### config.mk
export PLATFORM = sky130hd
export DESIGN_NAME = host_bridge_config_space
export DESIGN_NICKNAME = d
export VERILOG_FILES = /design/src/design/hbcs_pkg.sv /design/src/design/hbcs_ctrl.sv /design/src/design/hbcs_datapath.sv /design/src/design/host_bridge_config_space.sv
export SDC_FILE = /design/constraint.sdc
export NUM_CORES = 1
export LEC_CHECK = 0
export ABC_AREA = 1
export BUFFER_PORTS_ARGS = -buffer_cell sky130_fd_sc_hd__buf_4
export CORE_ASPECT_RATIO = 1.2
export CORE_MARGIN = 8
export CORE_UTILIZATION = 58
export CTS_BUF_LIST = sky130_fd_sc_hd__clkbuf_8
export CTS_CLUSTER_DIAMETER = 200
export CTS_CLUSTER_SIZE = 12
export DETAILED_ROUTE_END_ITERATION = 7
export PLACE_DENSITY = 0.8
export SYNTH_ARGS = -nofsm -noshare
export SYNTH_HDL_FRONTEND = slang
export SYNTH_HIERARCHICAL = 1
export SYNTH_SLANG_ARGS = --single-unit
### constraint.sdc
create_clock -name clk -period 3.4 [get_ports clk]
set_input_delay 0 -clock clk [delete_from_list [all_inputs] [get_ports clk]]
set_output_delay 0 -clock clk [all_outputs]
set_load 0.03 [all_outputs]
### src/design/hbcs_pkg.sv
// ----------------------------------------------------------------------------
// hbcs_pkg
// Types and constants shared by the host bridge configuration space block.
// ----------------------------------------------------------------------------
package hbcs_pkg;

    // Access kinds carried in the action field.
    localparam logic ACTION_READ  = 1'b0;
    localparam logic ACTION_WRITE = 1'b1;

    // The only implemented PCI function.
    localparam logic [2:0] FUNC_HOST = 3'd0;

    // SMRAM segment addresses and window sizes.
    localparam logic [19:0] SMRAM_SEG_A    = 20'hA0000;
    localparam logic [19:0] SMRAM_SEG_B    = 20'hB0000;
    localparam logic [19:0] SMRAM_SEG_E    = 20'hE0000;
    localparam logic [16:0] SMRAM_SIZE_32K = 17'h08000;
    localparam logic [16:0] SMRAM_SIZE_64K = 17'h10000;

    // SMRAM modes in bits 7-5 of register 0x65.
    localparam logic [2:0] SMRAM_MODE_FIXED_E = 3'd0;
    localparam logic [2:0] SMRAM_MODE_B_64K   = 3'd1;
    localparam logic [2:0] SMRAM_MODE_A_64K   = 3'd2;
    localparam logic [2:0] SMRAM_MODE_A_32K   = 3'd4;
    localparam logic [2:0] SMRAM_MODE_BA_32K  = 3'd6;

    typedef struct packed {
        logic       action;
        logic [2:0] func_number;
        logic [7:0] reg_addr;
        logic [7:0] write_data;
    } hbcs_req_t;

    typedef struct packed {
        logic [7:0]  read_data;
        logic        smi_fired;
        logic [12:0] read_internal_mask;
        logic [12:0] write_internal_mask;
        logic        ext_cache_enable;
        logic        fast_reset_enable;
        logic [1:0]  smram_windows;
        logic [30:0] smram_host_base;
        logic [19:0] smram_target_first;
        logic [19:0] smram_target_second;
        logic [16:0] smram_size;
        logic        smram_smm_only;
    } hbcs_rsp_t;

    typedef enum logic [1:0] {
        ST_IDLE,
        ST_ACCESS,
        ST_RESPOND
    } hbcs_state_t;

    // Commands from the controller to the datapath.
    typedef struct packed {
        logic capture;
        logic access;
        logic respond;
    } hbcs_cmd_t;

endpackage

### src/design/hbcs_ctrl.sv
// ----------------------------------------------------------------------------
// hbcs_ctrl
// Sequencer: takes an item, runs the register access, then loads the result.
// ----------------------------------------------------------------------------
module hbcs_ctrl
    import hbcs_pkg::*;
(
    input  logic      clk,
    input  logic      rst_n,
    input  logic      req_valid,
    output logic      req_stall,
    output logic      rsp_valid,
    input  logic      rsp_stall,
    output hbcs_cmd_t cmd
);

    hbcs_state_t state_reg;
    hbcs_state_t state_next;
    logic        rsp_valid_reg;
    logic        rsp_valid_next;

    always_ff @(posedge clk or negedge rst_n)
    begin
        if (!rst_n)
        begin
            state_reg     <= ST_IDLE;
            rsp_valid_reg <= 1'b0;
        end
        else
        begin
            state_reg     <= state_next;
            rsp_valid_reg <= rsp_valid_next;
        end
    end

    always_comb
    begin
        state_next  = state_reg;
        cmd         = '0;
        req_stall   = 1'b1;
        // A waiting result leaves once the consumer takes it.
        rsp_valid_next = rsp_valid_reg && rsp_stall;
        case (state_reg)
            ST_IDLE:
            begin
                req_stall = 1'b0;
                if (req_valid)
                begin
                    cmd.capture = 1'b1;
                    state_next  = ST_ACCESS;
                end
            end
            ST_ACCESS:
            begin
                cmd.access = 1'b1;
                state_next = ST_RESPOND;
            end
            ST_RESPOND:
            begin
                if (!rsp_valid_reg || !rsp_stall)
                begin
                    cmd.respond    = 1'b1;
                    rsp_valid_next = 1'b1;
                    state_next     = ST_IDLE;
                end
            end
            default:
            begin
                state_next = ST_IDLE;
            end
        endcase
    end

    assign rsp_valid = rsp_valid_reg;

`ifndef ASSERT_OFF
    a_no_overwrite: assert property (@(posedge clk) disable iff (!rst_n)
        cmd.respond |-> (!rsp_valid_reg || !rsp_stall))
        else $error("result register loaded while a result was still waiting");

    a_respond_valid: assert property (@(posedge clk) disable iff (!rst_n)
        cmd.respond |=> rsp_valid_reg)
        else $error("loaded result was not presented");

    a_capture_then_access: assert property (@(posedge clk) disable iff (!rst_n)
        cmd.capture |=> cmd.access)
        else $error("captured item was not processed in the next cycle");

    a_one_command: assert property (@(posedge clk) disable iff (!rst_n)
        $onehot0({cmd.capture, cmd.access, cmd.respond}))
        else $error("more than one datapath command at once");
`endif

endmodule

### src/design/hbcs_datapath.sv
// ----------------------------------------------------------------------------
// hbcs_datapath
// Configuration registers, masked write logic, read mux and state decode.
// ----------------------------------------------------------------------------
module hbcs_datapath
    import hbcs_pkg::*;
(
    input  logic      clk,
    input  logic      rst_n,
    input  hbcs_cmd_t cmd,
    input  hbcs_req_t req,
    input  logic      cfg_write_en,
    input  logic      cfg_write_data,
    output hbcs_rsp_t rsp
);

    // Offsets within the 0x50-0x6F bank.
    localparam logic [4:0] IDX_51 = 5'h01;
    localparam logic [4:0] IDX_53 = 5'h03;
    localparam logic [4:0] IDX_54 = 5'h04;
    localparam logic [4:0] IDX_55 = 5'h05;
    localparam logic [4:0] IDX_56 = 5'h06;
    localparam logic [4:0] IDX_5B = 5'h0B;
    localparam logic [4:0] IDX_60 = 5'h10;
    localparam logic [4:0] IDX_64 = 5'h14;
    localparam logic [4:0] IDX_65 = 5'h15;
    localparam logic [4:0] IDX_68 = 5'h18;
    localparam logic [4:0] IDX_69 = 5'h19;

    hbcs_req_t   req_reg;
    logic        variant_reg;
    logic [7:0]  r04_reg;
    logic [7:0]  r04_next;
    logic [7:0]  r07_reg;
    logic [7:0]  r07_next;
    logic [7:0]  bank_reg [32];
    logic [7:0]  bank_next [32];
    logic [7:0]  ext_reg [8];
    logic [7:0]  ext_next [8];
    logic [7:0]  rdata_reg;
    logic [7:0]  rdata_next;
    logic        smi_reg;
    logic        smi_next;
    hbcs_rsp_t   rsp_reg;
    hbcs_rsp_t   rsp_next;

    logic        write_go;
    logic [4:0]  bank_idx;
    logic [2:0]  ext_idx;
    logic [7:0]  wdata;

    assign write_go = cmd.access && (req_reg.action == ACTION_WRITE)
                      && (req_reg.func_number == FUNC_HOST);
    // Offset from 0x50 within the bank: bit 4 flips, the low nibble passes.
    assign bank_idx = {~req_reg.reg_addr[4], req_reg.reg_addr[3:0]};
    assign ext_idx  = req_reg.reg_addr[2:0];
    assign wdata    = req_reg.write_data;

    // Register write path.
    always_comb
    begin
        r04_next  = r04_reg;
        r07_next  = r07_reg;
        bank_next = bank_reg;
        ext_next  = ext_reg;
        smi_next  = 1'b0;
        if (write_go)
        begin
            case (req_reg.reg_addr) inside
                8'h04:
                begin
                    r04_next = (r04_reg & 8'hB4) | (wdata & 8'h4B);
                end
                8'h07:
                begin
                    // Status bits 3-7 clear when written with one.
                    r07_next = ((r07_reg & 8'hF9) & ~(wdata & 8'hF8)) | (wdata & 8'h06);
                end
                8'h50:
                begin
                    bank_next[bank_idx] = variant_reg ? (wdata & 8'hF7) : wdata;
                end
                [8'h51:8'h5E], [8'h61:8'h65], 8'h67, 8'h68, [8'h6A:8'h6F]:
                begin
                    bank_next[bank_idx] = wdata;
                end
                8'h5F:
                begin
                    bank_next[bank_idx] = wdata & 8'hFE;
                end
                8'h60:
                begin
                    // SMI fires on a rising edge of bit 1 while 0x68 bit 0 is set.
                    if (bank_reg[IDX_68][0] && !bank_reg[IDX_60][1] && wdata[1])
                    begin
                        bank_next[IDX_69][0] = 1'b1;
                        smi_next             = 1'b1;
                    end
                    bank_next[bank_idx] = wdata & 8'h3E;
                end
                8'h66:
                begin
                    bank_next[bank_idx] = wdata & 8'h7F;
                end
                8'h69:
                begin
                    bank_next[bank_idx] = bank_reg[bank_idx] & ~wdata;
                end
                8'h78, [8'h7C:8'h7E]:
                begin
                    if (variant_reg)
                    begin
                        ext_next[ext_idx] = wdata;
                    end
                end
                8'h7A:
                begin
                    if (variant_reg)
                    begin
                        ext_next[ext_idx] = wdata & 8'hFE;
                    end
                end
                8'h7B:
                begin
                    if (variant_reg)
                    begin
                        ext_next[ext_idx] = wdata & 8'hE0;
                    end
                end
                default:
                begin
                end
            endcase
        end
    end

    // Read path; writes return zero.
    always_comb
    begin
        rdata_next = 8'h00;
        if (req_reg.action == ACTION_READ)
        begin
            if (req_reg.func_number != FUNC_HOST)
            begin
                rdata_next = 8'hFF;
            end
            else
            begin
                case (req_reg.reg_addr) inside
                    8'h00:          rdata_next = 8'h39;
                    8'h01:          rdata_next = 8'h10;
                    8'h02:          rdata_next = 8'h06;
                    8'h03:          rdata_next = 8'h04;
                    8'h04:          rdata_next = r04_reg;
                    8'h07:          rdata_next = r07_reg;
                    8'h0B:          rdata_next = 8'h06;
                    [8'h50:8'h6F]:  rdata_next = bank_reg[bank_idx];
                    [8'h78:8'h7F]:  rdata_next = ext_reg[ext_idx];
                    default:        rdata_next = 8'h00;
                endcase
            end
        end
    end

    // Decode of routing and SMRAM state from the current register contents.
    always_comb
    begin
        logic        rd_int;
        logic        wr_int;
        logic [7:0]  r65;
        logic [30:0] host;
        logic [2:0]  mode;

        rd_int = bank_reg[IDX_53][6];
        wr_int = !bank_reg[IDX_53][5];
        r65    = bank_reg[IDX_65];
        host   = {r65[2:0], bank_reg[IDX_64], 20'h00000};
        mode   = r65[7:5];

        rsp_next           = '0;
        rsp_next.read_data = rdata_reg;
        rsp_next.smi_fired = smi_reg;

        rsp_next.read_internal_mask[12]  = rd_int;
        rsp_next.write_internal_mask[12] = wr_int;
        for (int i = 0; i < 4; i++)
        begin
            rsp_next.read_internal_mask[i]      = bank_reg[IDX_56][7 - i] & rd_int;
            rsp_next.write_internal_mask[i]     = bank_reg[IDX_56][7 - i] & wr_int;
            rsp_next.read_internal_mask[4 + i]  = bank_reg[IDX_55][7 - i] & rd_int;
            rsp_next.write_internal_mask[4 + i] = bank_reg[IDX_55][7 - i] & wr_int;
            rsp_next.read_internal_mask[8 + i]  = bank_reg[IDX_54][7 - i] & rd_int;
            rsp_next.write_internal_mask[8 + i] = bank_reg[IDX_54][7 - i] & wr_int;
        end

        rsp_next.ext_cache_enable  = bank_reg[IDX_51][6];
        rsp_next.fast_reset_enable = bank_reg[IDX_5B][6];

        if (mode == SMRAM_MODE_FIXED_E)
        begin
            rsp_next.smram_windows      = 2'd1;
            rsp_next.smram_host_base    = {11'd0, SMRAM_SEG_E};
            rsp_next.smram_target_first = SMRAM_SEG_E;
            rsp_next.smram_size         = SMRAM_SIZE_32K;
        end
        else if (host != '0)
        begin
            case (mode)
                SMRAM_MODE_B_64K:
                begin
                    rsp_next.smram_windows       = 2'd2;
                    rsp_next.smram_host_base     = host | {11'd0, SMRAM_SEG_B};
                    rsp_next.smram_target_first  = SMRAM_SEG_B;
                    rsp_next.smram_target_second = SMRAM_SEG_B;
                    rsp_next.smram_size          = SMRAM_SIZE_64K;
                end
                SMRAM_MODE_A_64K:
                begin
                    rsp_next.smram_windows       = 2'd2;
                    rsp_next.smram_host_base     = host | {11'd0, SMRAM_SEG_A};
                    rsp_next.smram_target_first  = SMRAM_SEG_A;
                    rsp_next.smram_target_second = SMRAM_SEG_A;
                    rsp_next.smram_size          = SMRAM_SIZE_64K;
                end
                SMRAM_MODE_A_32K:
                begin
                    rsp_next.smram_windows       = 2'd2;
                    rsp_next.smram_host_base     = host | {11'd0, SMRAM_SEG_A};
                    rsp_next.smram_target_first  = SMRAM_SEG_A;
                    rsp_next.smram_target_second = SMRAM_SEG_A;
                    rsp_next.smram_size          = SMRAM_SIZE_32K;
                end
                SMRAM_MODE_BA_32K:
                begin
                    rsp_next.smram_windows       = 2'd2;
                    rsp_next.smram_host_base     = host | {11'd0, SMRAM_SEG_B};
                    rsp_next.smram_target_first  = SMRAM_SEG_B;
                    rsp_next.smram_target_second = SMRAM_SEG_A;
                    rsp_next.smram_size          = SMRAM_SIZE_32K;
                end
                default:
                begin
                end
            endcase
        end

        rsp_next.smram_smm_only = (rsp_next.smram_windows != 2'd0) ? r65[4] : 1'b0;
    end

    always_ff @(posedge clk or negedge rst_n)
    begin
        if (!rst_n)
        begin
            variant_reg <= 1'b0;
            r04_reg     <= 8'h04;
            r07_reg     <= 8'h04;
            for (int i = 0; i < 32; i++)
            begin
                bank_reg[i] <= 8'h00;
            end
            for (int i = 0; i < 8; i++)
            begin
                ext_reg[i] <= 8'h00;
            end
        end
        else
        begin
            if (cfg_write_en)
            begin
                variant_reg <= cfg_write_data;
            end
            r04_reg  <= r04_next;
            r07_reg  <= r07_next;
            bank_reg <= bank_next;
            ext_reg  <= ext_next;
        end
    end

    // Item, access results and output register.
    always_ff @(posedge clk)
    begin
        if (cmd.capture)
        begin
            req_reg <= req;
        end
        if (cmd.access)
        begin
            rdata_reg <= rdata_next;
            smi_reg   <= smi_next;
        end
        if (cmd.respond)
        begin
            rsp_reg <= rsp_next;
        end
    end

    assign rsp = rsp_reg;

endmodule

### src/design/host_bridge_config_space.sv
// An accepted item is captured, its register access is registered, and its
// result is then loaded into the output register. The three-state sequencer
// takes no new item until it is back in idle, and a result the consumer
// stalls holds it in its result state until the output register frees up.
// Reset (rst_n low, asynchronous): registers return to their power-on values,
// the variant select clears and no result is pending.
// ----------------------------------------------------------------------------
// host_bridge_config_space
// Function 0 configuration space of a host bridge, one byte access per item.
// ----------------------------------------------------------------------------
module host_bridge_config_space
    import hbcs_pkg::*;
(
    input  logic      clk,
    input  logic      rst_n,
    input  logic      req_valid,
    output logic      req_stall,
    input  hbcs_req_t req,
    output logic      rsp_valid,
    input  logic      rsp_stall,
    output hbcs_rsp_t rsp,
    input  logic      cfg_write_en,
    input  logic      cfg_write_data
);

    hbcs_cmd_t cmd;

    hbcs_ctrl u_ctrl (
        .clk       (clk),
        .rst_n     (rst_n),
        .req_valid (req_valid),
        .req_stall (req_stall),
        .rsp_valid (rsp_valid),
        .rsp_stall (rsp_stall),
        .cmd       (cmd)
    );

    hbcs_datapath u_datapath (
        .clk            (clk),
        .rst_n          (rst_n),
        .cmd            (cmd),
        .req            (req),
        .cfg_write_en   (cfg_write_en),
        .cfg_write_data (cfg_write_data),
        .rsp            (rsp)
    );

endmodule
# Yosys cells after proc, flatten, opt, wreduce, memory -nomap -nowiden
# Index checks and enable logic that the tools add are counted.
# op_classes
shifts,0
n_div,0
order_cmp,15
n_bitwise,43
n_eq_ne,24
addsub,0
multipliers,0
n_mux,65
reduce_logical,36
# ops
op,count
256-bit bitwise mux,6
256-bit two-way mux,6
64-bit two-way mux,6
90-bit one-hot mux with 4 select lines,1
64-bit bitwise mux,3
8-bit two-way mux,16
90-bit two-way mux,1
8-bit by 7-bit == test with 1-bit output (second input constant),10
53-bit two-way mux,1
8-bit by 7-bit >= comparator with 1-bit output (second input constant),6
8-bit binary-select mux with 5-bit select,1
8-bit demux with 5-bit select,1
8-bit by 7-bit less-or-equal comparator with 1-bit output (second input constant),5
1-bit bitwise AND,24
8-bit binary-select mux with 3-bit select,1
8-bit demux with 3-bit select,1
1-bit two-way mux,17
8-bit bitwise AND,2
8-bit by 2-bit == test with 1-bit output (second input constant),2
8-bit by 3-bit == test with 1-bit output (second input constant),2
8-bit NOT,2
1-bit logical AND,13
1-bit NOT,11
11-bit AND reduction,1
other kinds (35),44
# totals
elab_cells,249
ramBits,0
mem_bits_ro,0
input_bits,26
output_inout_bits,130
memories,0
regBits,497
latchBits,0

# Longest topological paths before layout
# logic_depth
depth_word,16
mapped_depth,19
depth_no_buf,15

# Modules after synthesis
# The synthesis kept the hierarchy.
# modules_own_cells
module,area_each_um2,cells_per_inst,seq_area_each_um2,n_inst
hbcs_datapath,26334.0,3928,10921.7,1
hbcs_ctrl,145.1,20,75.1,1

# Worst setup path before layout
# No wires, ideal clock.
# synth_path
kind,reg-to-reg
from,register u_ctrl.rsp_valid_reg (netlist: u_ctrl/rsp_valid)
to,"register u_datapath.rsp_reg (netlist bit u_datapath/rsp[0]), enable pin"
arrival_time_ns,3.099
period_less_slack_ns,3.574
path_buffers,0
slack_ns,-0.174
path_stages_with_launch,4
path_cell_list,dfrtp_1 -> nand2_1 -> inv_1 -> nor2_1
# synth_lines
element,line,source
from (decl),hbcs_ctrl.sv:19,logic rsp_valid_reg;
from (signal assigned),hbcs_ctrl.sv:32,rsp_valid_reg <= rsp_valid_next;
to (signal assigned),hbcs_datapath.sv:293,rsp_reg <= rsp_next;
to (decl),hbcs_datapath.sv:44,hbcs_rsp_t rsp_reg;

# Final worst setup path
# layout_path
from,register u_datapath.req_reg (netlist bit u_datapath/bank_idx[1])
to,register u_datapath/bank_reg[68] (netlist bit)
# layout_via
elab_chain_cells,12
elab_cells_between_ends,45
# layout_rtl
element,line,source
from (decl),hbcs_datapath.sv:30,hbcs_req_t req_reg;
from (signal assigned),hbcs_datapath.sv:284,req_reg <= req;
5-bit NOT with 6-bit output,--,
"6-bit >= comparator (not written as such), or another cell as far along",--,
1-bit logical AND (not written as such) / 8-bit two-way mux (equally long branches),--,
8-bit two-way mux (on tied branches),--,
8-bit demux with 5-bit select / 8-bit bitwise AND (equally long branches),--,
256-bit bitwise mux,hbcs_datapath.sv:107,bank_next[bank_idx] = bank_reg[bank_idx] & ~wdata;
256-bit two-way mux (6 in a row),hbcs_datapath.sv:69,case (req_reg.reg_addr) inside
to (signal assigned),hbcs_datapath.sv:274,bank_reg <= bank_next;
to (decl),hbcs_datapath.sv:36,logic [7:0] bank_reg [32];
# Several ways; a longest one is shown, not always the timed one. The select of a mux whose other input is x is not followed.
# A chain may end at the register's enable or synchronous reset.

==> flow_metrics.py <==
metrics = {
    "run_status": {
        "run_status": "complete, no violations",
    },
    "yosys": {
        "muxShareOfSynthArea_pct": 0,
        "avgSynthCellArea_um2": 6.71,
        "synth-simple-area-share_pct": 32.1,
        "synth_area_um2": 26500,
        "synth_seq_cells": 422,
        "synth_top_area_share_pct": 31.6,
        "syn_inst": 3948,
        "synth_xor_area_share_pct": 0,
        "synth-adder-area-share_pct": 0,
        "synth-compound-area-share_pct": 15.1,
        "synth_top_family_by_area": "simple AND/OR/NAND/NOR gates",
        "yosys.area.top_type": "dfrtp_1",
        "synthDistinctLibCells": 40,
        "yosys-top-cells-count": "1486 x nand2_1, 378 x o21ai_0, 335 x inv_1",
        "synthFlopType": "dfrtp_1",
        "synth_edf_count": 87,
        "yosys_warnings": 6,
        "post-synth-top-count-cell": "nand2_1",
        "ys_seq_area_share_pct": 41.5,
        "yosys-top-cells-area": "dfrtp_1 32%, nand2_1 21%, edfxtp_1 9.9%",
        "async_flop_share_pct": 79.4,
    },
    "setup_path": {
        "r2r_end": "u_datapath/bank_reg[68]",
        "r2r_cells": 13,
        "crit_fanout": 20,
        "startpoint": "u_datapath/bank_idx[1]",
        "cp_data_arrival_time_ps": 3940,
        "start_kind": "register",
        "critical_path_required_ps": 3990,
        "path_class": "register to register",
        "r2r_slack_ps": 40,
        "crit_path_end_kind": "register",
        "crit-reg2reg-launch": "u_datapath/bank_idx[1]",
        "endpoint": "u_datapath/bank_reg[68]",
    },
    "clock_tree": {
        "root_buffer": "clkbuf_8",
        "cts_setup_buffers": 0,
        "insertion_delay_ps": 680,
        "htreeDepth": 2,
        "clockBufferDepth": 3,
        "cts_buffers": 41,
        "clock-sinks": 422,
        "clk_pin_slew_ps": 110,
        "cts_tree": "yes",
    },
    "timing": {
        "worst_slack_ps": 44.5,
        "fmax_ghz": 0.298,
        "worstMarginPinSlew_ps": 899,
        "clock-skew-final_ps": 32.6,
        "drv_slew": 0,
        "hold_viol_final": 0,
        "slew_headroom_pct": 40.1,
        "rsz0062_at_grt": "false",
        "whs_ps": 16.8,
        "setup_viol": 0,
        "period_share_pct": 98.7,
        "tns_ps": 0,
        "fin_crit_ps": 3360,
    },
    "routing": {
        "firstDrtPassIters": 6,
        "vias": 27683,
        "wl_per_cell_um": 21.8,
        "routed_wl_um": 101000,
        "ant_nets": 0,
        "drt_iter0_drc": 3729,
        "drc_errors": 0,
        "viasPerCell": 5.95,
    },
    "finish": {
        "syn2layout_area_growth_pct": 9.94,
        "drive_gt1_share_pct": 9.23,
        "fin_nets": 4039,
        "fin_area_um2": 29100,
        "fin_util_pct": 64.7,
        "fillers": 4099,
        "largest_register_ffs": 256,
    },
    "place": {
        "place_congestion": 1.04,
        "place_hpwl_um": 68500,
        "place_ws_ps": 174,
        "port_buffers": 91,
        "placed_area_um2": 28100,
    },
    "floorplanning": {
        "num_rows": 85,
        "coreArea_um2": 45000,
        "die_w_um": 211,
        "die_h_um": 250,
        "die-area_um2": 52800,
        "start_util_pct": 58.9,
        "ios": 156,
    },
    "global_route": {
        "grt_usage_pct": 37.7,
        "first_global_vias": 25806,
        "grt_pass1_wl_um": 154000,
        "antenna_found_initial": 1,
        "grt_max_degree": 75,
        "overflow": 0,
    },
    "power": {
        "peakVddDrop_uv": 587,
        "p_per_area_nw_per_um2": 404,
        "power.leakage_uw": 0.0144,
    },
    "job": {
        "drv_cap": 0,
    },
    "min_path": {
        "hold_path.class": "primary input to asynchronous set/reset pin",
    },
}
power by group:
group	total [uW]	leakage (uW)	switching (uW)	internal, uW
logic	3140	0.00850	2360	783
clock network	3040	0.000446	1900	1150
registers	5590	0.00548	158	5430
worst max-delay path, stage by stage (launching register included):
cell	delay (ps)
edfxtp_1	690
nand2_2	120
inv_2	280
buf_12	240
a21oi_1	90
nand2_1	80
nand2_1	60
nand3_1	310
nor2_1	120
nor2_2	520
nand2_1	190
nand2_4	320
nand3_1	120
nand2_1	90
per-layer routing:
| metal | vias to the layer above | track usage [%] | routed length, um |
|---|---|---|---|
| met5 | - | 0 | 0 |
| met4 | 0 | 24.9 | 7830 |
| met3 | 515 | 9.30 | 13700 |
| met2 | 2009 | 56.5 | 43600 |
| met1 | 12494 | 47.9 | 36100 |
| li1 | 12665 | - | - |
layout by cell type (no fill, tap or decap), types with 2 or more instances in the layout:
master         instances
a21oi_1              157
or2_2                 14
inv_1                357
nor2_1               292
clkbuf_8              41
buf_4                236
nand4_1               49
o2111ai_1              2
nand2_1             1485
conb_1                64
a21boi_0               4
edfxtp_1              87
nor3_1                 8
nand2_2                7
clkinv_1               8
o221ai_1               7
o21ai_0              378
o21a_1                11
nor2_4                 6
nand3b_1               2
inv_2                 15
nor2_2                18
o22ai_1               49
o211ai_1              57
inv_8                  2
buf_12                22
dlygate4sd3_1         25
o21ai_1               24
o21bai_1               4
nand3_1              230
a22oi_1               26
dfrtp_1              334
a31oi_1                3
kinds of logic after synthesis:
logic type | Yosys count
other | 1
AOI/OAI and AO/OA | 726
buffers and inverters | 684
DFF | 422
and+or+nand+nor | 2115
stage by stage:
stage	std cells	total power, uW
final	4649	11800
after global routing	4649	12100
after CTS	4648	11700
after detailed placement	4553	8660
after global placement	4553	8630
after floorplan	4011	7350
repair_timing:
action,CTS,global route
resized for setup,0,4
endpoints found under the setup margin,0,26
hold endpoints to repair,358,0
hold buffers,26,0
cell type report:
class	count	area (um2)	area share, %
inverter	358	1350	4.64
sequential	422	11000	37.8
antenna	1	2.50	0.00860
tap	609	762	2.62
clock inverter	28	138	0.473
multi-input combinational	2905	12800	43.9
timing repair buffer	285	2500	8.60
clock buffer	41	564	1.94
worst min path at each step:
stage             from                       to  slack (ps)  depth (start not counted)
3_5_place_dp     rst_n  u_datapath/bank_reg[40]          60                          1
6_report         rst_n  u_datapath/bank_reg[47]          20                          3
5_1_grt         req[0]      u_datapath/wdata[0]          40                          2
2_1_floorplan    rst_n         u_ctrl/rsp_valid        -300                          0
4_1_cts        req[19]   u_datapath/req_reg[19]          20                          2
3_3_place_gp     rst_n  u_datapath/bank_reg[40]          60                          1
(Power assumes the default switching activity.)
